**config.mk**
```make
export PLATFORM = sky130hd
export DESIGN_NAME = gdp_lane
export DESIGN_NICKNAME = d
export VERILOG_FILES = /design/src/hw/rtl/gdp_pkg.sv /design/src/hw/rtl/gdp_lane.sv
export SDC_FILE = /design/constraint.sdc
export NUM_CORES = 1
export LEC_CHECK = 0
export BUFFER_PORTS_ARGS = -buffer_cell sky130_fd_sc_hd__buf_4
export CAP_MARGIN = 20
export CORE_AREA = 8 8 136 138
export CTS_BUF_LIST = sky130_fd_sc_hd__clkbuf_16
export DETAILED_ROUTE_END_ITERATION = 12
export DIE_AREA = 0 0 144 146
export GPL_ROUTABILITY_DRIVEN = 0
export PLACE_DENSITY_LB_ADDON = 0.05
export SLEW_MARGIN = 20
export SYNTH_ARGS = -nofsm -noshare
export SYNTH_HDL_FRONTEND = slang
export SYNTH_SLANG_ARGS = --single-unit
```
**constraint.sdc**
```tcl
create_clock -name clk -period 3.35 [get_ports clk]
set_clock_uncertainty 0.05 [all_clocks]
set_input_delay 0.5025 -clock clk [delete_from_list [all_inputs] [get_ports clk]]
set_output_delay 0.5025 -clock clk [all_outputs]
set_load 0.01 [all_outputs]
```
**src/hw/rtl/gdp_pkg.sv**
```systemverilog
// shared types, constants and register codes for the packed genotype dot product core
package gdp_pkg;

	localparam int CODES_PER_BYTE = 4;
	localparam int CODE_W         = 2;
	localparam int COUNT_W        = 3;
	localparam int EPS_W          = 32;
	localparam int MEAN_W         = 17;
	localparam int SCALE_W        = 32;
	localparam int ACC_W          = 64;
	localparam int LANE_WP_W      = EPS_W + CODE_W;
	localparam int SUM_WP_W       = LANE_WP_W + $clog2(CODES_PER_BYTE);
	localparam int SUM_EPS_W      = EPS_W + $clog2(CODES_PER_BYTE);

	localparam logic [7:0] DOSAGE_MAP_RST = 8'd144;
	localparam logic [3:0] VALID_MAP_RST  = 4'd13;

	typedef enum logic [0:0] {
		REG_DOSAGE_MAP = 1'b0,
		REG_VALID_MAP  = 1'b1
	} cfg_reg_t;

	typedef enum logic [1:0] {
		FIN_IDLE,
		FIN_MUL,
		FIN_ACC,
		FIN_HOLD
	} fin_state_t;

	typedef struct packed {
		logic               vld;
		logic               last;
		logic [MEAN_W-1:0]  mean;
		logic [SCALE_W-1:0] scale;
	} gdp_tail_t;

	typedef struct packed {
		logic               go;
		logic [MEAN_W-1:0]  mean;
		logic [SCALE_W-1:0] scale;
		logic [ACC_W-1:0]   ws;
		logic [ACC_W-1:0]   ms;
	} gdp_fin_req_t;

endpackage

```
**src/hw/rtl/gdp_lane.sv**
```systemverilog
// one genotype lane: code decode, count gating and dosage times residual
module gdp_lane #(
	parameter int LANE_IDX = 0
) (
	input  logic                                       clk,
	input  logic                                       en,
	input  logic [gdp_pkg::CODE_W-1:0]                 code,
	input  logic signed [gdp_pkg::EPS_W-1:0]           eps,
	input  logic [gdp_pkg::COUNT_W-1:0]                count,
	input  logic [7:0]                                 dosage_map,
	input  logic [3:0]                                 valid_map,
	output logic signed [gdp_pkg::LANE_WP_W-1:0]       wprod_s1,
	output logic signed [gdp_pkg::EPS_W-1:0]           meps_s1
);

	logic                                  active;
	logic [gdp_pkg::CODE_W-1:0]            dosage;
	logic signed [gdp_pkg::LANE_WP_W-1:0]  eps_x;
	logic signed [gdp_pkg::LANE_WP_W-1:0]  prod;

	assign active = (count > gdp_pkg::COUNT_W'(LANE_IDX)) && valid_map[code];
	assign dosage = dosage_map[gdp_pkg::CODE_W*code +: gdp_pkg::CODE_W];
	assign eps_x  = {{gdp_pkg::CODE_W{eps[gdp_pkg::EPS_W-1]}}, eps};

	always_comb begin
		case (dosage)
			2'd0:    prod = '0;
			2'd1:    prod = eps_x;
			2'd2:    prod = eps_x <<< 1;
			default: prod = eps_x + (eps_x <<< 1);
		endcase
	end

	always_ff @(posedge clk) begin
		if (en) begin
			wprod_s1 <= active ? prod : '0;
			meps_s1  <= active ? eps : '0;
		end
	end

endmodule

```
==> results of run 1 <==
==> worst paths after layout <==
check   start                    endpoint  slack (ns)  cells after the start
max    eps[1]  wprod_s1[21]$_SDFFCE_PN0P_        0.70                     10
min    eps[0]    meps_s1[0]$_SDFFCE_PN0P_        0.43                      2
==> per-stage QoR <==
step	total power [uW]	util [%]	area (sq um)	hold slack (ns)	std cells
2_1_floorplan	1530	-	4800	0.565	487
3_3_place_gp	1900	36.3	5920	0.775	809
4_1_cts	2830	38.0	6200	0.414	824
5_1_grt	2950	38.0	6200	0.439	824
6_report	2790	38.0	6200	0.429	824
3_5_place_dp	1900	36.3	5920	0.772	809
==> layout by cell type (no fill, tap or decap), types with 4 or more instances in the layout <==
| cell type | synthesis | final |
|---|---|---|
| buf_4 | 1 | 126 |
| edfxtp_1 | 66 | 66 |
| a21oi_1 | 50 | 50 |
| nand2_1 | 37 | 37 |
| and2_1 | 35 | 35 |
| ha_1 | 31 | 31 |
| nor2_1 | 29 | 28 |
| o21ai_0 | 26 | 26 |
| a22oi_1 | 19 | 19 |
| nand3_1 | 16 | 16 |
| nand4_1 | 11 | 11 |
| inv_1 | 8 | 9 |
| a21o_1 | 9 | 9 |
| clkbuf_16 | 0 | 9 |
| mux2i_1 | 8 | 8 |
| xor2_1 | 8 | 8 |
| o211ai_1 | 8 | 8 |
| o21a_1 | 8 | 8 |
| nor3_1 | 7 | 7 |
| or3_1 | 6 | 6 |
| a31oi_1 | 5 | 5 |
| nand2b_1 | 4 | 4 |
| xnor2_1 | 4 | 4 |
| and3_1 | 4 | 4 |
| nand3b_1 | 4 | 4 |
==> power by group through the flow <==
stage               registers (uW)  clock network (uW)  logic (uW)
floorplan                     1100                   0         433
global placement              1050                   0         844
detailed placement            1060                   0         842
CTS                           1040                 943         846
global route                  1050                 975         926
finish                        1040                 914         836
==> layer usage <==
metal	GRT usage (%)	part of all wire, %	vias to the layer above
li1	-	-	2114
met1	20.2	47	2056
met2	23.3	45	128
met3	3.44	6.6	15
met4	5.58	1.7	0
met5	0	0	-
==> logic make-up (layout without fill, tap and decap cells) <==
logic type / count (synthesis) / after routing
and+or+nand+nor: 161 / 161
AOI/OAI and AO/OA: 171 / 171
adders and majority gates: 32 / 32
xor gates and xnor gates: 12 / 12
buffers and inverters: 32 / 149
DFF: 66 / 66
muxes: 13 / 13
==> registers in the layout, indices dropped and copies added (netlist names) <==
signal,cells
wprod_s1,34
meps_s1,32
==> layout make-up <==
class / count / area [sq um]
inverter: 8 / 30.0
sequential: 66 / 1980
timing repair buffer: 126 / 946
multi-input combinational: 389 / 2690
clock buffer: 9 / 225
tap: 220 / 275
fill: 1675 / 10100
clock inverter: 6 / 50.0
==> results.md, run 1 <==
- The run finished with clean final reports.
- The worst IR drop on VDD is 0.215 mV.
- In this run switching power makes up 30.9% of total power.
- After routing, the total negative slack on setup checks comes to 0 ns.
- The routed length per instance is 19.2 microns.
- Detailed placement finished with a half-perimeter wire length of 11.5 mm.
- Synthesis inferred 66 register bits.
- The critical path's top delay family is compound AO/OA/AOI/OAI gates.
- The largest total area in the synthesized netlist belongs to edfxtp_1.
- The register clock-pin slew on the reported worst setup and hold paths is 0.05 ns.
- After synthesis, the share of flip-flops with an asynchronous set or reset is 0%.
- The horizontal extent of the die is 144 microns.
- The top cell type's share of synthesized area is 41.3%.
- The number of design-rule violations left by the first detailed-router iteration is 346.
- Setup repair after global routing left no endpoint under its margin.
- The repair_antennas step left the layout with diodes totalling 0.
- After detailed routing, the total wire length is 15.8 mm.
- Setup slack on the critical path of the routed design comes to 0.702 ns.
- The buffering stage count on the worst path with inverters included is 1.
- The xor and xnor area share after synthesis is 2.19%.
- Gates resized during post-CTS repair numbered 0.
- Power spread over the standard cell area amounts to 450 nW/um^2.
- The area overhead of the layout relative to synthesis is 29.1%.
- The share of the synthesized area in compound gates (AO/OA/AOI/OAI) is 24.3%.
- The slowest stage of the critical path belongs to the cell fa_1.
- In this design, the stage delay of the slowest critical-path cell is 0.41 ns.
- The Yosys warning count is 0.
- Timing analysis after detailed placement gives a worst setup slack of 0.349 ns.
- The clock passes through at most 2 buffers.
- The CTS H-tree depth is 3.
- The layout net count is 683.
- The cell chosen for the clock root is clkbuf_16.
- The most common cell in the synthesized netlist is edfxtp_1.
- In this run, post-CTS hold repair placed 0 buffers.
- Of the cells placed in the final design, the portion with a size suffix greater than 1 is 25.7%.
- The sink count of the clock tree is 66.
- The worst pin sits at a relative slew slack of 41.1%.
- The initial antenna violation count is 0.
- The portion of total power attributed to sequential cells is 37.3%.
- The number of different library cells used by synthesis comes to 65.
- Traced cell by cell, the critical path runs through buf_4 -> ha_1 -> fa_1 -> a21oi_1 -> o211ai_1 -> nand2_1 -> a21oi_1 -> o21ai_0 -> mux2_2 -> o22ai_1.
- The worst setup path is captured at a flip-flop.
- The worst path required time is 3.48 ns.
- The total number of vias is 4313.
- Cell internal power was estimated by the tool at 1930 uW.
- Summed over all nets, the switching power comes to 861 uW.
- In this run the worst hold path is classified as input port to flip-flop.
- The maximum clock rate is 378 MHz.
- Setup violations remaining at the end of the flow were counted as 0.
- The commonest cells after synthesis are 66 x edfxtp_1, 50 x a21oi_1, 37 x nand2_1.
- The data arrival time of the worst path is 2.78 ns.
- The number of clock buffers inserted by TritonCTS is 9.
- The height of the die is 146 microns.
- In this run the static leakage power is 0.00243 uW.
- The wire length of the first global-routing pass is 24.7 mm.
- The floorplan step defined a die boundary enclosing 21000 sq um.
- The CTS tree is done.
- The main combinational cell family by area after synthesis is compound AO/OA/AOI/OAI gates.
- The via density per instance is 5.23.
- The mean instance size in the synthesized netlist is 9.85 sq um.
- The transition time at the pin with the least slew margin is 0.884 ns.
- The worst path uses 79.0% of the clock period.
- For this run, the leading register cell type out of synthesis is edfxtp_1.
- In this run the worst path has a maximum fanout of 6.
- The worst path needs 2.65 ns of the cycle, external delays included.
- Entering global routing, the biggest net connects 67 pins.
- The most frequent cell on the critical path is a21oi_1.
- The startpoint kind of the worst setup timing path is an input port.
- The post-synthesis share of cell area spent on and, or, nand and nor gates is 17.2%.
- Across the run, the number of max-cap violations was 0.
- The global-route usage over all layers is 15.2%.
- The share of power burned in combinational logic is 30.0%.
- The number of port buffers is 116.
- The total global routing overflow is 0.
- The I/O pin total is 117.
- For this run, the detailed router's first-pass iteration total came to 5.
- In this run the remaining antenna-violating nets after routing total 0.
- The total standard cell area after synthesis is 4800 sq um.
- The share of the Yosys chip area taken by registers is 41.3%.
- The synthesized instance count is 487.
- The total area inside the core boundary comes to 16300 sq um.
- The relative contribution of the clock network to total power is 32.8%.
- Post-CTS timing repair inserted 0 buffers for setup.
- The initial utilization of the core area, before any placement, comes to 29.5%.
- The mux contribution to synthesized area is 3.55%.
- After floorplanning, the core was divided into 47 placement rows.
- The number of design rule violations left after detail routing is 0.
- The synthesized net count is 570.
- The count of flip-flops with a built-in enable after synthesis is 66.
- The max-slew violation total from the final report is 0.
- The via count of the first global-routing pass is 4498.
- The synthesized netlist devotes 8.50% of its cell area to adder and majority cells.
- In the post-synthesis netlist, the biggest area contributors are edfxtp_1 41%, ha_1 8.1%, a21oi_1 5.2%, and2_1 4.6%, a22oi_1 3.0%.
- The type of the worst setup path is input port to flip-flop.
- The number of hold violations in the final report is 0.
Note: power is estimated with default switching activity, not from simulation.
==> run 2: changes to the inputs <==
Settings changed: ABC_AREA set to 1, CORE_AREA 8 8 136 138 to 8 8 143 145, DIE_AREA 0 0 144 146 to 0 0 151 153.
Clock period 3.35 ns to 2.6 ns, I/O delays scaled along.
==> run 2 against run 1 <==
Hold slack worse by 0.052 ns. Non-clock buffer count down 3. Die area up 9.9%. Critical path depth up 2. Final cell count up 37%. Sequential power up 29%.
==> results.md, run 2 <==
- At the worst endpoint, the required time is 2.60 ns.
- The floorplan step defined a core boundary enclosing 18300 sq um.
- The register clock-pin slew on the reported worst setup and hold paths is 0.05 ns.
- The post-CTS setup buffer count is 0.
- Synthesis produced 771 cells.
- The smallest clock period supported by the final layout is computed as 2.19 ns.
- In this run the mean area of a mapped cell was 6.96 sq um.
- The diode insertion count for antenna repair is 0.
- Max-cap violations in this run came to 0.
- The ratio of final minimum period to clock period is 84.1%.
- The fraction of registers with async set/reset is 0%.
- In this run the horizontal extent of the chip is 151 microns.
- By instance count, the leading cell after synthesis is nand2_1.
- The setup TNS is 0 ns.
- The layout net count is 975.
- The die covers 23100 sq um.
- Cells with a size suffix above 1 make up 18.4% of the layout.
- The post-synthesis sequential element count is 66.
- The leakage power figure is 0.00346 uW.
- Setup slack on the critical path of the routed design comes to 0.413 ns.
- Multiplexer cells account for 0% of the synthesized area.
- The cell chosen for the clock root is clkbuf_16.
- The CTS H-tree depth is 3.
- The largest registers in the layout are wprod_s1 x34, meps_s1 x32.
- In the global route stage, overall resource usage came out at 16.2%.
- The effective utilization at floorplan is 29.4%.
- The sort of element at the end of the critical path is a flip-flop.
- The share of the synthesized area in compound gates (AO/OA/AOI/OAI) is 9.85%.
- In this run the core area contains 50 standard-cell rows.
- Yosys attributes the largest share of cell area to edfxtp_1 37%, nand2_1 17%, inv_1 11%, ha_1 7.2%, nor2_1 5.8%.
- Derived from the worst setup path, the maximum achievable clock frequency is 457 MHz.
- The buffering stage count on the worst path with inverters included is 1.
- For this block, the routed nets add up to 18.7 mm of wire.
- The relative slew slack is 65.6%.
- The routed length per instance is 16.6 microns.
- The synthesized design contains 66 enable-type register cells.
- TritonCTS built the clock tree.
- The share of synthesized cell area in full adder, half adder and majority cells is 7.61%.
- The number of port buffers is 116.
- Summed over all instances, the cell type with the most area after synthesis is edfxtp_1.
- The detailed router finished its first iteration with 276 violations.
- The quantity of gates resized following cts is 0.
- Counting the buffers created by CTS gives 9.
- The wire length of the first global-routing pass is 29.1 mm.
- The register with the most flip-flops in the layout has 34 of them.
- The number of fill cells is 1992.
- The total standard cell area after synthesis is 5360 sq um.
- By count the netlist is led by 245 x nand2_1, 158 x inv_1, 83 x nor2_1.
- The via count of the first global-routing pass came to 5138.
- The maximum number of pins on one net before global-route repair is 41.
- The hold buffer count at CTS is 0.
- Across the whole layout, storage elements account for 1980 sq um.
- The share of synthesized area in the top cell type comes to 37.0%.
- Broken down by cell family, the worst path's largest delay share belongs to simple AND/OR/NAND/NOR gates.
- The height of the die is 153 microns.
- At the pin with the least slew margin, the transition time is 0.516 ns.
- The Yosys warning count is 0.
- Traced cell by cell, the critical path runs through buf_4 -> ha_1 -> fa_1 -> nand3_1 -> nand3_1 -> nand2_1 -> nand3_1 -> nand2_1 -> nand2_1 -> or2_2 -> nand2_1 -> a21oi_1.
- The post-placement cell area is 6500 sq um.
- The flow ran to the end, and the final reports show no timing, DRC or antenna violations.
- The slowest stage of the critical path belongs to the cell fa_1.
- The worst hold path class is input port to flip-flop.
- The data arrival time of the worst path is 2.19 ns.
- STA classifies the critical path startpoint as an input port.
- The total non-filler cell area in the finished layout is 6780 sq um.
- The maximum root-to-sink buffer count is 2.
- The synthesized netlist contains 32 unique library cells.
- Relative to the synthesized area, the layout overhead comes to 26.5%.
- The final HPWL from detailed placement is 15.2 mm.
- The via density per instance is 4.64.
- The commonest non-fill, non-tap cell in the layout is nand2_1.
- The critical path is of the input port to flip-flop type.
- The post-route core utilization is 37.1%.
- The worst IR drop on VDD is 0.297 mV.
- The main combinational cell family by area after synthesis is simple AND/OR/NAND/NOR gates.
- The maximum fanout count along the critical path is 4.
- The footprint of the multi-input gates is 2690 sq um.
- The initial antenna violation count came to 0.
- The power consumption is 3640 uW.
- The most frequently used flop master after synthesis is edfxtp_1.
- The total power per unit cell area is 537 nW/um^2.
- 117 I/O pins were placed.
- The delay of the slowest critical-path stage is 0.47 ns.
- The number of antenna-violating nets in the routed design is 0.
- The synthesized netlist devotes 32.0% of its cell area to simple gates.
- The xor and xnor area share after synthesis is 0.490%.
- The synthesized net count is 854.
- The total global routing overflow is 0.
- The register name with the most flops is wprod_s1.
- For this design, the sink count on the clock tree is 66.
- The number of hold violations in the final report came to 0.
- Setup violations remaining at the end of the flow were counted as 0.
- For this run, the register share of the synthesized area comes to 37.0%.
- The setup slack after placement is 0.0631 ns.
- The max-slew violation total from the final report came to 0.
- Across all layers, the routed design uses 5239 vias.
- The most frequent cell on the critical path is nand2_1.
- Leaving out fill and tap cells, the most frequent cells in the layout are 245 x nand2_1, 160 x inv_1, 122 x buf_4.
- Setup repair after global routing left no endpoint under its margin.
- The detailed-routing iteration count for the pre-antenna-repair pass is 7.
- The number of design rule violations left after detail routing is 0.
[run 2: cell count changes in the layout (fill, tap and decap cells not counted), sizes merged, moves of 9 or more]
cell	before	now
nand2	39	248
or2	0	9
nor2	29	84
o21ai	27	3
a21o	9	0
o22ai	3	25
inv	9	162
o211ai	9	0
nand3	16	56
a22oi	19	0
mux2i	9	0
and2	35	0
[run 2: logic make-up after synthesis]
family,count (synthesis)
xor gates and xnor gates,3
DFF,66
and+or+nand+nor,410
adders and majority gates,32
AOI/OAI and AO/OA,87
buffers and inverters,173
[run 2: per-layer routing]
layer	up-vias	global-route usage, %	part of all wire [%]
met1	2380	23.8	50
met4	0	3.82	0.67
met3	9	2.10	6.3
li1	2696	-	-
met2	154	24.3	43
met5	-	0	0
[run 2: per-stage QoR]
| stage | hold WS, ns | instances |
|---|---|---|
| after global placement | 0.716 | 1115 |
| after global routing | 0.402 | 1130 |
| after floorplan | 0.452 | 771 |
| after CTS | 0.372 | 1130 |
| after detailed placement | 0.709 | 1115 |
| final | 0.377 | 1130 |
[run 2: final timing paths]
path	from	to	slack [ns]	depth (start not counted)
max	eps[0]	wprod_s1[17]$_SDFFCE_PN0P_	0.41	12
min	eps[31]	meps_s1[31]$_SDFFCE_PN0P_	0.38	3
[run 2: area by class of cell]
class	instances	share of cell area [%]
Multi-Input combinational cell	532	39.7
Sequential cell	66	29.2
Timing Repair Buffer	123	13.8
Inverter	160	8.86
Tap cell	234	4.32
Clock buffer	9	3.32
Clock inverter	6	0.756
[run 2: power by group]
part / switching [uW] / internal [uW]
clock network: 421 / 722
logic: 722 / 437
registers: 37.4 / 1300
total: 1180 / 2460
