<file path="src/hw/rtl/gdp_pkg.sv">
// shared types, constants and register codes for the packed genotype dot product core
package gdp_pkg;

	localparam int CODES_PER_BYTE = 4;
	localparam int CODE_W         = 2;
	localparam int COUNT_W        = 3;
	localparam int EPS_W          = 32;
	localparam int MEAN_W         = 17;
	localparam int SCALE_W        = 32;
	localparam int ACC_W          = 64;
	localparam int LANE_WP_W      = EPS_W + CODE_W;
	localparam int SUM_WP_W       = LANE_WP_W + $clog2(CODES_PER_BYTE);
	localparam int SUM_EPS_W      = EPS_W + $clog2(CODES_PER_BYTE);

	localparam logic [7:0] DOSAGE_MAP_RST = 8'd144;
	localparam logic [3:0] VALID_MAP_RST  = 4'd13;

	typedef enum logic [0:0] {
		REG_DOSAGE_MAP = 1'b0,
		REG_VALID_MAP  = 1'b1
	} cfg_reg_t;

	typedef enum logic [1:0] {
		FIN_IDLE,
		FIN_MUL,
		FIN_ACC,
		FIN_HOLD
	} fin_state_t;

	typedef struct packed {
		logic               vld;
		logic               last;
		logic [MEAN_W-1:0]  mean;
		logic [SCALE_W-1:0] scale;
	} gdp_tail_t;

	typedef struct packed {
		logic               go;
		logic [MEAN_W-1:0]  mean;
		logic [SCALE_W-1:0] scale;
		logic [ACC_W-1:0]   ws;
		logic [ACC_W-1:0]   ms;
	} gdp_fin_req_t;

endpackage

</file>
<file path="src/hw/rtl/gdp_merge.sv">
// lane merge stage and the two running sums
module gdp_merge (
	input  logic                                  clk,
	input  logic                                  arst_n,
	input  gdp_pkg::gdp_tail_t                    tail_s1,
	input  logic signed [gdp_pkg::LANE_WP_W-1:0]  wprod_s1 [gdp_pkg::CODES_PER_BYTE],
	input  logic signed [gdp_pkg::EPS_W-1:0]      meps_s1 [gdp_pkg::CODES_PER_BYTE],
	output gdp_pkg::gdp_tail_t                    tail_s2,
	output gdp_pkg::gdp_fin_req_t                 req
);

	localparam int SW = gdp_pkg::SUM_WP_W;
	localparam int SM = gdp_pkg::SUM_EPS_W;
	localparam int AW = gdp_pkg::ACC_W;

	logic signed [SW-1:0] wsum;
	logic signed [SM-1:0] msum;
	logic signed [SW-1:0] wsum_s2;
	logic signed [SM-1:0] msum_s2;
	logic [AW-1:0]        weighted_q;
	logic [AW-1:0]        masked_q;
	logic [AW-1:0]        ws_next;
	logic [AW-1:0]        ms_next;

	always_comb begin
		wsum = '0;
		msum = '0;
		for (int i = 0; i < gdp_pkg::CODES_PER_BYTE; i++) begin
			wsum = wsum + SW'(wprod_s1[i]);
			msum = msum + SM'(meps_s1[i]);
		end
	end

	always_ff @(posedge clk or negedge arst_n) begin
		if (!arst_n) begin
			tail_s2 <= '0;
		end else begin
			tail_s2 <= tail_s1;
		end
	end

	always_ff @(posedge clk) begin
		if (tail_s1.vld) begin
			wsum_s2 <= wsum;
			msum_s2 <= msum;
		end
	end

	assign ws_next = weighted_q + {{(AW-SW){wsum_s2[SW-1]}}, wsum_s2};
	assign ms_next = masked_q + {{(AW-SM){msum_s2[SM-1]}}, msum_s2};

	always_ff @(posedge clk or negedge arst_n) begin
		if (!arst_n) begin
			weighted_q <= '0;
			masked_q   <= '0;
		end else if (tail_s2.vld) begin
			weighted_q <= tail_s2.last ? '0 : ws_next;
			masked_q   <= tail_s2.last ? '0 : ms_next;
		end
	end

	assign req.go    = tail_s2.vld && tail_s2.last;
	assign req.mean  = tail_s2.mean;
	assign req.scale = tail_s2.scale;
	assign req.ws    = ws_next;
	assign req.ms    = ms_next;

	a_clear_on_last: assert property (@(posedge clk) disable iff (!arst_n)
		req.go |=> (weighted_q == '0 && masked_q == '0))
		else $error("sums not cleared after last byte");

endmodule

</file>
<file path="config.mk">
export PLATFORM = sky130hd
export DESIGN_NAME = gdp_merge
export DESIGN_NICKNAME = d
export VERILOG_FILES = /design/src/hw/rtl/gdp_pkg.sv /design/src/hw/rtl/gdp_merge.sv
export SDC_FILE = /design/constraint.sdc
export NUM_CORES = 1
export LEC_CHECK = 0
export ABC_CLOCK_PERIOD_IN_PS = 3400
export BUFFER_PORTS_ARGS = -buffer_cell sky130_fd_sc_hd__buf_2
export CAP_MARGIN = 20
export CORE_MARGIN = 3
export CORE_UTILIZATION = 51
export CTS_CLUSTER_SIZE = 24
export DETAILED_ROUTE_END_ITERATION = 8
export GPL_ROUTABILITY_DRIVEN = 1
export PLACE_DENSITY = 0.77
export SYNTH_ARGS = -nofsm -noshare
export SYNTH_HDL_FRONTEND = slang
export SYNTH_SLANG_ARGS = --single-unit
</file>
<file path="constraint.sdc">
create_clock -name clk -period 3.4 [get_ports clk]
set_input_delay 0.34 -clock clk [delete_from_list [all_inputs] [get_ports clk]]
set_output_delay 0.34 -clock clk [all_outputs]
set_load 0.03 [all_outputs]
</file>
==> flow_metrics.env, run 1 <==
export IMPL_yosys_warnings=0
export IMPL_io_pins=546
export IMPL_fin_cells=4247
export IMPL_fp_row_count=78
export IMPL_rr_worst_depth=16
export IMPL_dr_pass1_iters=6
export IMPL_async_flop_share=0.719
export IMPL_mappedNetlistNets=3219
export IMPL_tightest_slew_ns=1.16
export IMPL_grt_use_total=0.311
export IMPL_whs_path_depth=2
export IMPL_fmax_ghz=0.240
export IMPL_worst_path_max_fanout=6
export IMPL_htreeDepth=1
export IMPL_rsz0062_at_grt="yes"
export IMPL_r2r_end="weighted_q[39]"
export IMPL_hold_viol=0
export IMPL_wirelength_um=87500
export IMPL_yosys_top_cells_area="dfrtp_1 (19%), fa_1 (12%), ha_1 (10%)"
export IMPL_max_cap_viol_count=0
export IMPL_status="finished, violations left"
export IMPL_ys_seq_area_frac=0.280
export IMPL_syn_area_per_cell_um2=9.15
export IMPL_root_buffer="clkbuf_16"
export IMPL_synth_top_cell_by_area="dfrtp_1"
export IMPL_clockBufferDepth=3
export IMPL_failed_checks="setup timing"
export IMPL_critPathArrivalTime_ns=3.82
export IMPL_area_growth_pct=59.4
export IMPL_timing_setup_critical_path_class="reg -> out"
export IMPL_dp_hpwl_um=54900
export IMPL_critPathLaunchType="flop"
export IMPL_synth_common_cells="inv_1 (382), ha_1 (194), dfrtp_1 (179), a21oi_1 (176), nor2b_1 (138)"
export IMPL_fin_skew_ns=0.0267
export IMPL_synth_most_common_cell="inv_1"
export IMPL_clock_latency_ns=0.59
export IMPL_setup_tns_ns=-36.21
export IMPL_period_minus_slack_ns=4.16
export IMPL_die_x_um=221
export IMPL_gp_congestion=0.934
export IMPL_antenna_cells=0
export IMPL_antenna_found_initial=1
export IMPL_maxSlewViolCount=0
export IMPL_grt_pass1_wl_um=127000
export IMPL_crit_start="msum_s2[33]"
export IMPL_place_inst=3966
export IMPL_ant_nets=0
export IMPL_yosys_area_top_type_share=0.190
export IMPL_hold_start="wprod_s1[102]"
export IMPL_io_buffers=545
export IMPL_period_share=1.22
export IMPL_setup_viol=111
export IMPL_setup_ws_ns=-0.762
export IMPL_drcViolationCount=0
export IMPL_cts_sinks=249
export IMPL_crit_required_ns=3.06
export IMPL_synth_area_um2=23500
export IMPL_first_global_vias=24881
export IMPL_cts_made_buffers=29
export IMPL_ys_types=82
export IMPL_synthFlopType="dfrtp_1"
export IMPL_ys_ff_latch=249
export IMPL_core_area_um2=45500
export IMPL_end_kind="output port"
export IMPL_synth_edf_count=70
export IMPL_fin_nets=4272
export IMPL_drt_initial_drc_count=2018
export IMPL_hp_class="in -> reg"
export IMPL_rrSetupSlack_ns=-0.24
export IMPL_dieArea_um2=48800
export IMPL_tritoncts="built"
export IMPL_syn_inst=2572
export IMPL_timing_rr_start="wsum_s2[14]"
export IMPL_drive_gt1_frac=0.489
export IMPL_hold_end="wsum_s2[0]"
export IMPL_clk_pin_slew_ns=0.06
export IMPL_die_height_um=221
export IMPL_place_ws_ns=-0.989
export IMPL_wl_per_cell_um=20.6
export IMPL_routed_via_density=5.79
export IMPL_grt_overflow=0
export IMPL_relSlewSlack=0.226
export IMPL_num_vias=24600
export IMPL_grt_max_degree=102
export IMPL_start_util=0.518
## placed cells by master, fill, tap and decap left out, types with 40 or more instances in the layout
cell type,synthesis,final
buf_2,16,432
xnor2_1,131,64
edfxtp_1,70,70
nor2b_1,138,135
a21oi_2,2,48
inv_1,382,363
dlygate4sd3_1,0,51
xnor2_2,0,42
a21oi_1,176,113
ha_1,194,116
a21o_1,111,110
buf_4,52,485
nor2_1,92,76
ha_4,0,69
buf_6,0,177
nand2_1,122,110
o21ai_0,87,40
dfrtp_1,179,178
fa_1,136,127
a31o_2,119,117
## routing by layer
metal  routed length [um]  global-route usage  share of wire
met1                32100               0.373           0.37
met3                 5940              0.0447          0.068
met4                 5140               0.128          0.059
met5                    7                   0       0.000080
met2                44200               0.559           0.51
## worst max-delay path, cell delays in order (launching register included)
cell	delay [ns]
edfxtp_1	0.43
buf_6	0.19
buf_12	0.13
buf_16	0.14
ha_4	0.27
buf_4	0.14
a21oi_1	0.16
o21ai_0	0.14
buf_4	0.18
a41oi_1	0.47
nor2_1	0.22
o21ai_4	0.13
o21ai_2	0.09
xnor2_2	0.21
xnor2_2	0.17
buf_6	0.16
## final cells by class
cell class	count	area [um2]
timing repair buffer	1166	8690
fill	2422	7950
tap	600	751
sequential	249	6590
multi-input combinational	1796	19000
inverter	383	1460
clock inverter	14	230
clock buffer	39	773
## flip-flops by register name (all words and copies together) (netlist names)
register and flops:
msum_s2 34, req 49, weighted_q 64, wsum_s2 36, tail_s2 2, masked_q 64
## stage by stage
step,util,hold slack (ns),area (um2)
2_1_floorplan,-,0.0444,24400
3_3_place_gp,0.662,0.443,30100
3_5_place_dp,0.662,0.449,30100
4_1_cts,0.777,0.0912,35300
5_1_grt,0.825,0.101,37500
6_report,0.825,0.118,37500
## cell families (layout without fill, tap and decap cells)
family          count (synthesis)  count (layout)  synth area share
compound gates                747             747             0.222
simple gates                  534             534             0.117
buf+inv                       527            1602            0.0933
fa+ha+maj                     330             330             0.219
flops                         249             249             0.280
xor+xnor                      181             181            0.0673
mux                             4               4           0.00175
## worst max path at each step
| stage | end |
|---|---|
| after global routing | req[125] |
| final | req[63] |
| after floorplan | msum_s2[33] |
| after CTS | req[103] |
| after detailed placement | wsum_s2[33] |
| after global placement | wsum_s2[33] |
## timing repair
action	in CTS	in global routing
resized for setup	565	337
pin swaps	222	244
endpoints found under the hold margin	134	0
hold buffers	51	0
endpoints found under the setup margin	135	140
setup buffers	124	92
cloned	1	0
Power of run 1 is left out: the tool's default activity adds up to more than one toggle a clock period on the data nets, which glitch-free logic cannot reach.
==> run 2, diff against run 1 <==
--- a/config.mk
+++ b/config.mk
@@ -5,11 +5,12 @@
 export SDC_FILE = /design/constraint.sdc
 export NUM_CORES = 1
 export LEC_CHECK = 0
+export ABC_AREA = 1
 export ABC_CLOCK_PERIOD_IN_PS = 3400
 export BUFFER_PORTS_ARGS = -buffer_cell sky130_fd_sc_hd__buf_2
 export CAP_MARGIN = 20
 export CORE_MARGIN = 3
-export CORE_UTILIZATION = 51
+export CORE_UTILIZATION = 52
 export CTS_CLUSTER_SIZE = 24
 export DETAILED_ROUTE_END_ITERATION = 8
 export GPL_ROUTABILITY_DRIVEN = 1
==> run 2 against run 1 <==
Net effect:
- highest routed layer is now met4
- register-to-register slack better by 1.2 ns
- the run still ends with setup timing left
- cell count up 35%
- cell area fell by 9.2%
- worst hold slack got worse by 0.014 ns
- critical endpoint is now req[113]
- maximum frequency increased by 22%
- non-clock buffer count is 519 lower
- synthesized cell count up 72%
- area after synthesis rose by 21%
- utilization fell by 19 points
- sequential share of layout area up 1.8 points
- setup slack better by 0.74 ns
==> flow_metrics.env, run 2 <==
export IMPL_num_vias=28282
export IMPL_synth_area_um2=28400
export IMPL_layout_common_cells="nand2_1 (1573), inv_1 (1087), buf_2 (528)"
export IMPL_first_global_vias=27265
export IMPL_dr_pass1_iters=7
export IMPL_peakVddDrop_mv=0.889
export IMPL_period_minus_slack_ns=3.42
export IMPL_critPathArrivalTime_ns=3.08
export IMPL_htreeDepth=1
export IMPL_io_pins=546
export IMPL_synthFlopType="dfrtp_1"
export IMPL_critPathLaunchType="flop"
export IMPL_fin_nets=5683
export IMPL_async_flop_share=0.719
export IMPL_tightest_slew_ns=0.724
export IMPL_die_x_um=240
export IMPL_yosys_warnings=0
export IMPL_yosys_area_top_type_share=0.212
export IMPL_relSlewSlack=0.517
export IMPL_core_area_um2=53900
export IMPL_routed_via_density=4.92
export IMPL_grt_use_total=0.310
export IMPL_timing_critical_path_buf_inv=3
export IMPL_drt_initial_drc_count=1760
export IMPL_timing_setup_critical_path_class="reg -> out"
export IMPL_critPathMaxStageDelay_ns=0.45
export IMPL_syn_area_per_cell_um2=6.40
export IMPL_final_area_um2=34100
export IMPL_ant_nets=0
export IMPL_ys_ff_latch=249
export IMPL_antenna_cells=0
export IMPL_drcViolationCount=0
export IMPL_clockBufferDepth=3
export IMPL_status="finished, violations left"
export IMPL_setup_ws_ns=-0.0172
export IMPL_mappedNetlistNets=5082
export IMPL_setup_tns_ns=-0.0282
export IMPL_maxSlewViolCount=0
export IMPL_cts_sinks=249
export IMPL_crit_path_top_delay_cell="ha_2"
export IMPL_crit_family="simple AND/OR/NAND/NOR gates"
export IMPL_hold_viol=0
export IMPL_synth_edf_count=70
export IMPL_max_cap_viol_count=0
export IMPL_io_buffers=545
export IMPL_wl_per_cell_um=15.8
export IMPL_end_kind="output port"
export IMPL_root_buffer="clkbuf_16"
export IMPL_area_growth_pct=20.0
export IMPL_worst_path_max_fanout=29
export IMPL_syn_inst=4435
export IMPL_rsz0062_at_grt="yes"
export IMPL_fp_row_count=85
export IMPL_ys_seq_area_frac=0.232
export IMPL_crit_required_ns=3.06
export IMPL_drive_gt1_frac=0.170
export IMPL_fmax_ghz=0.293
export IMPL_die_height_um=240
export IMPL_failed_checks="setup timing"
export IMPL_synth_most_common_cell="nand2_1"
export IMPL_gp_congestion=0.993
export IMPL_power_density_nw_per_um2=1130
export IMPL_place_area_um2=31900
export IMPL_synth_top_cell_by_area="nand2_1"
export IMPL_hp_class="in -> reg"
export IMPL_tritoncts="built"
export IMPL_wirelength_um=91000
export IMPL_holdWs_ns=0.103
export IMPL_crit_path_frequent_cell="nand2_1"
export IMPL_grt_pass1_wl_um=140000
export IMPL_dp_hpwl_um=76300
export IMPL_layout_commonest_cell="nand2_1"
export IMPL_fin_skew_ns=0.0203
export IMPL_period_share=1.01
export IMPL_crit_chain="buf_12 -> ha_2 -> nand2_1 -> nor2_2 -> nand2_1 -> inv_1 -> nand2_1 -> nor2_1 -> nand2_1 -> nand2_1 -> nand2_1 -> and2_1 -> buf_2"
export IMPL_grt_max_degree=129
export IMPL_clk_pin_slew_ns=0.06
export IMPL_start_util=0.526
export IMPL_power_mw=38.6
export IMPL_antenna_found_initial=0
export IMPL_grt_overflow=0
export IMPL_leakage_nw=20.2
export IMPL_setup_viol=3
export IMPL_yosys_top_cells_area="nand2_1 (21%), dfrtp_1 (16%), inv_1 (14%)"
export IMPL_cts_made_buffers=28
export IMPL_dieArea_um2=57400
export IMPL_clock_latency_ns=0.58
export IMPL_synth_common_cells="nand2_1 (1606), inv_1 (1088), nor2_1 (264), ha_1 (194), a21oi_1 (181)"
export IMPL_ys_types=41
export IMPL_place_ws_ns=-0.0556
[run 2: timing repair]
item	in CTS	in global routing
pin swaps	4	4
hold buffers	51	0
resized for setup	48	115
cloned	0	0
endpoints found under the hold margin	107	0
setup buffers	3	4
setup endpoints to repair	34	56
[run 2: layout make-up]
cell class                      instances  area [um2]
Clock buffer                           39         803
Clock inverter                         13         101
Fill cell                            5236       19900
Inverter                             1094        4110
Multi-Input combinational cell       3016       17900
Sequential cell                       249        6580
Tap cell                              696         871
Timing Repair Buffer                  647        3740
[run 2: path summary, 6_finish.rpt]
kind | from | endpoint | slack, ns | cells after the start
max | wsum_s2[35] | req[113] | -0.02 | 13
min | wprod_s1[102] | wsum_s2[0] | 0.10 | 2
max reg2reg | wsum_s2[35] | weighted_q[49] | 0.97 | 13
min reg2reg | masked_q[53] | masked_q[53] | 0.49 | 2
max in group asynchronous | arst_n | masked_q[26] | 2.30 | 3
min in group asynchronous | arst_n | weighted_q[38] | 0.30 | 2
[run 2: routing by layer]
metal  global-route usage  routed length (um)  vias up
met5                    0                   0        -
met4                0.104                3200        0
met3               0.0348                5950      138
met2                0.533               42700      953
met1                0.408               39200    12817
li1                     -                   -    14374
[run 2: cells by family (layout without fill, tap and decap cells)]
| family | after synthesis | after routing | share of synthesized area |
|---|---|---|---|
| buffers and inverters | 1170 | 1793 | 0.161 |
| XOR/XNOR | 119 | 119 | 0.0383 |
| AND/OR/NAND/NOR | 2246 | 2246 | 0.325 |
| adder cells (fa/ha/maj) | 330 | 330 | 0.181 |
| flip-flops | 249 | 249 | 0.232 |
| AO/OA/AOI/OAI | 321 | 321 | 0.0620 |
[run 2: stage by stage]
step | std cells | utilization
global route | 5754 | 0.632
CTS | 5750 | 0.623
finish | 5754 | 0.632
global placement | 5644 | 0.592
floorplan | 4435 | -
detailed placement | 5644 | 0.592
[run 2: power breakdown]
group,total (mW),internal (mW),switching (mW)
clock network,3.04,1.72,1.32
logic,30.3,9.47,20.9
registers,5.16,4.40,0.764
No activity file was read; power rests on OpenSTA's default activity.
==> run 3, diff against run 2 <==
==> constraint.sdc (replaced) <==
create_clock -name clk -period 3.4 [get_ports clk]
set_input_delay 0.51 -clock clk [delete_from_list [all_inputs] [get_ports clk]]
set_output_delay 0.51 -clock clk [all_outputs]
set_load 0.03 [all_outputs]
==> run 3 against run 2 <==
Net effect:
- the run still ends with setup timing left
- non-clock buffer count is 90 higher
- cell area is 11% higher
- worst hold slack worse by 0.063 ns
- register-to-register slack worse by 0.98 ns
- cell count is 1.6% higher
- global-route usage is 0.57 points higher
- flip-flop and latch count stayed put
- die area stayed put
- via count is 4.3% higher
- critical path type unchanged
- highest routed layer unchanged
==> flow_metrics.env, run 3 (synthesized netlist as in run 2, its figures left out) <==
export IMPL_critPathMaxStageDelay_ns=0.40
export IMPL_dp_hpwl_um=76300
export IMPL_die_x_um=240
export IMPL_grtUsageMet1=0.411
export IMPL_busiest_layer="met2"
export IMPL_cts_made_buffers=29
export IMPL_dieArea_um2=57400
export IMPL_failed_checks="setup timing"
export IMPL_grt_pass1_wl_um=144000
export IMPL_wirelength_um=95900
export IMPL_tritoncts="built"
export IMPL_crit_required_ns=2.89
export IMPL_dr_pass1_iters=6
export IMPL_setup_viol=9
export IMPL_gr_usage_met3=0.0330
export IMPL_grt_overflow=0
export IMPL_fin_cells=5845
export IMPL_fp_row_count=85
export IMPL_num_vias=29512
export IMPL_crit_path_top_delay_cell="edfxtp_1"
export IMPL_clk_pin_slew_ns=0.06
export IMPL_layout_commonest_cell="nand2_1"
export IMPL_area_growth_pct=33.1
export IMPL_drive_gt1_frac=0.289
export IMPL_fillers=4644
export IMPL_ant_nets=0
export IMPL_critPathArrivalTime_ns=3.00
export IMPL_htreeDepth=1
export IMPL_die_height_um=240
export IMPL_max_cap_viol_count=0
export IMPL_first_global_vias=27802
export IMPL_start_util=0.526
export IMPL_period_share=1.03
export IMPL_clock_latency_ns=0.58
export IMPL_antenna_cells=0
export IMPL_drcViolationCount=0
export IMPL_gp_congestion=0.986
export IMPL_critPathLaunchType="flop"
export IMPL_root_buffer="clkbuf_16"
export IMPL_hold_viol=0
export IMPL_maxSlewViolCount=0
export IMPL_rsz0062_at_grt="yes"
export IMPL_setup_ws_ns=-0.107
export IMPL_relSlewSlack=0.329
export IMPL_end_kind="output port"
export IMPL_fin_skew_ns=0.0148
export IMPL_cts_sinks=249
export IMPL_routed_via_density=5.05
export IMPL_fmax_ghz=0.285
export IMPL_io_pins=546
export IMPL_wl_per_cell_um=16.4
export IMPL_hp_class="in -> reg"
export IMPL_grt_max_degree=86
export IMPL_drt_initial_drc_count=2082
export IMPL_antenna_found_initial=2
export IMPL_grt_use_total=0.316
export IMPL_io_buffers=545
export IMPL_core_area_um2=53900
export IMPL_period_minus_slack_ns=3.51
export IMPL_worst_path_max_fanout=6
export IMPL_use_met2=0.552
export IMPL_place_inst=5708
export IMPL_status="finished, violations left"
export IMPL_fin_nets=5774
export IMPL_timing_setup_critical_path_class="reg -> out"
export IMPL_layout_common_cells="nand2_1 (1358), inv_1 (1034), buf_2 (486)"
export IMPL_tightest_slew_ns=1.01
export IMPL_crit_path_frequent_cell="nand2_1"
export IMPL_clockBufferDepth=3
export IMPL_crit_chain="buf_8 -> buf_16 -> ha_4 -> nand2_4 -> nor2_4 -> inv_4 -> nor2_4 -> buf_4 -> nand2_1 -> nor2_1 -> nand2_2 -> nand2_1 -> nand2_1 -> and2_4 -> buf_6"
==> run 3: worst max-delay path: cells and delay by family, from the launching register on <==
kind | cells | cell delay [ns]
and+or+nand+nor | 9 | 1.03
DFF | 1 | 0.40
adders and majority gates | 1 | 0.32
buffers and inverters | 5 | 0.66
==> run 3: path summary, 6_finish.rpt <==
check	startpoint	end	slack (ns)	cells after the start
min	tail_s1[37]	req[165]	0.04	1
max	msum_s2[33]	req[54]	-0.11	15
min reg2reg	masked_q[23]	masked_q[23]	0.49	2
max reg2reg	wsum_s2[35]	weighted_q[52]	-0.01	23
max in group asynchronous	arst_n	req[134]	1.94	3
min in group asynchronous	arst_n	weighted_q[15]	0.49	2
==> run 3: through the flow <==
stage | instance area (um2) | setup TNS (ns) | setup WS, ns | hold WS (ns) | util
after floorplan | 28400 | 0 | 0.00202 | 0.214 | -
after global placement | 32400 | -0.823 | -0.134 | 0.467 | 0.600
after detailed placement | 32400 | -1.61 | -0.166 | 0.470 | 0.600
after CTS | 35600 | -0.139 | -0.0347 | 0.0130 | 0.661
after global routing | 37800 | -4.65 | -0.231 | 0.0176 | 0.701
final | 37800 | -0.358 | -0.107 | 0.0406 | 0.701
==> run 3: timing repair <==
action / in CTS / in global routing
endpoints found under the hold margin: 29 / 0
hold buffers: 1 / 0
endpoints found under the setup margin: 75 / 87
buffers inserted: 49 / 28
pin swaps: 85 / 146
resized for setup: 412 / 516
cloned: 4 / 2
==> run 3: final cells by class <==
| class | instances | area (um2) | share of cell area |
|---|---|---|---|
| clock buffer | 40 | 807 | 0.0214 |
| clock inverter | 13 | 208 | 0.00550 |
| timing repair buffer | 737 | 4650 | 0.123 |
| multi-input combinational | 3016 | 20600 | 0.544 |
| inverter | 1094 | 4120 | 0.109 |
| sequential | 249 | 6580 | 0.174 |
| tap | 696 | 871 | 0.0230 |
==> run 3: metal layers <==
| metal | share of wire | routed length, um | vias up |
|---|---|---|---|
| met5 | 0 | 0 | - |
| met4 | 0.041 | 3890 | 0 |
| met3 | 0.067 | 6410 | 220 |
| met2 | 0.48 | 45800 | 1140 |
| met1 | 0.41 | 39800 | 13590 |
| li1 | - | - | 14562 |
Power of run 3 is left out for the same reason.
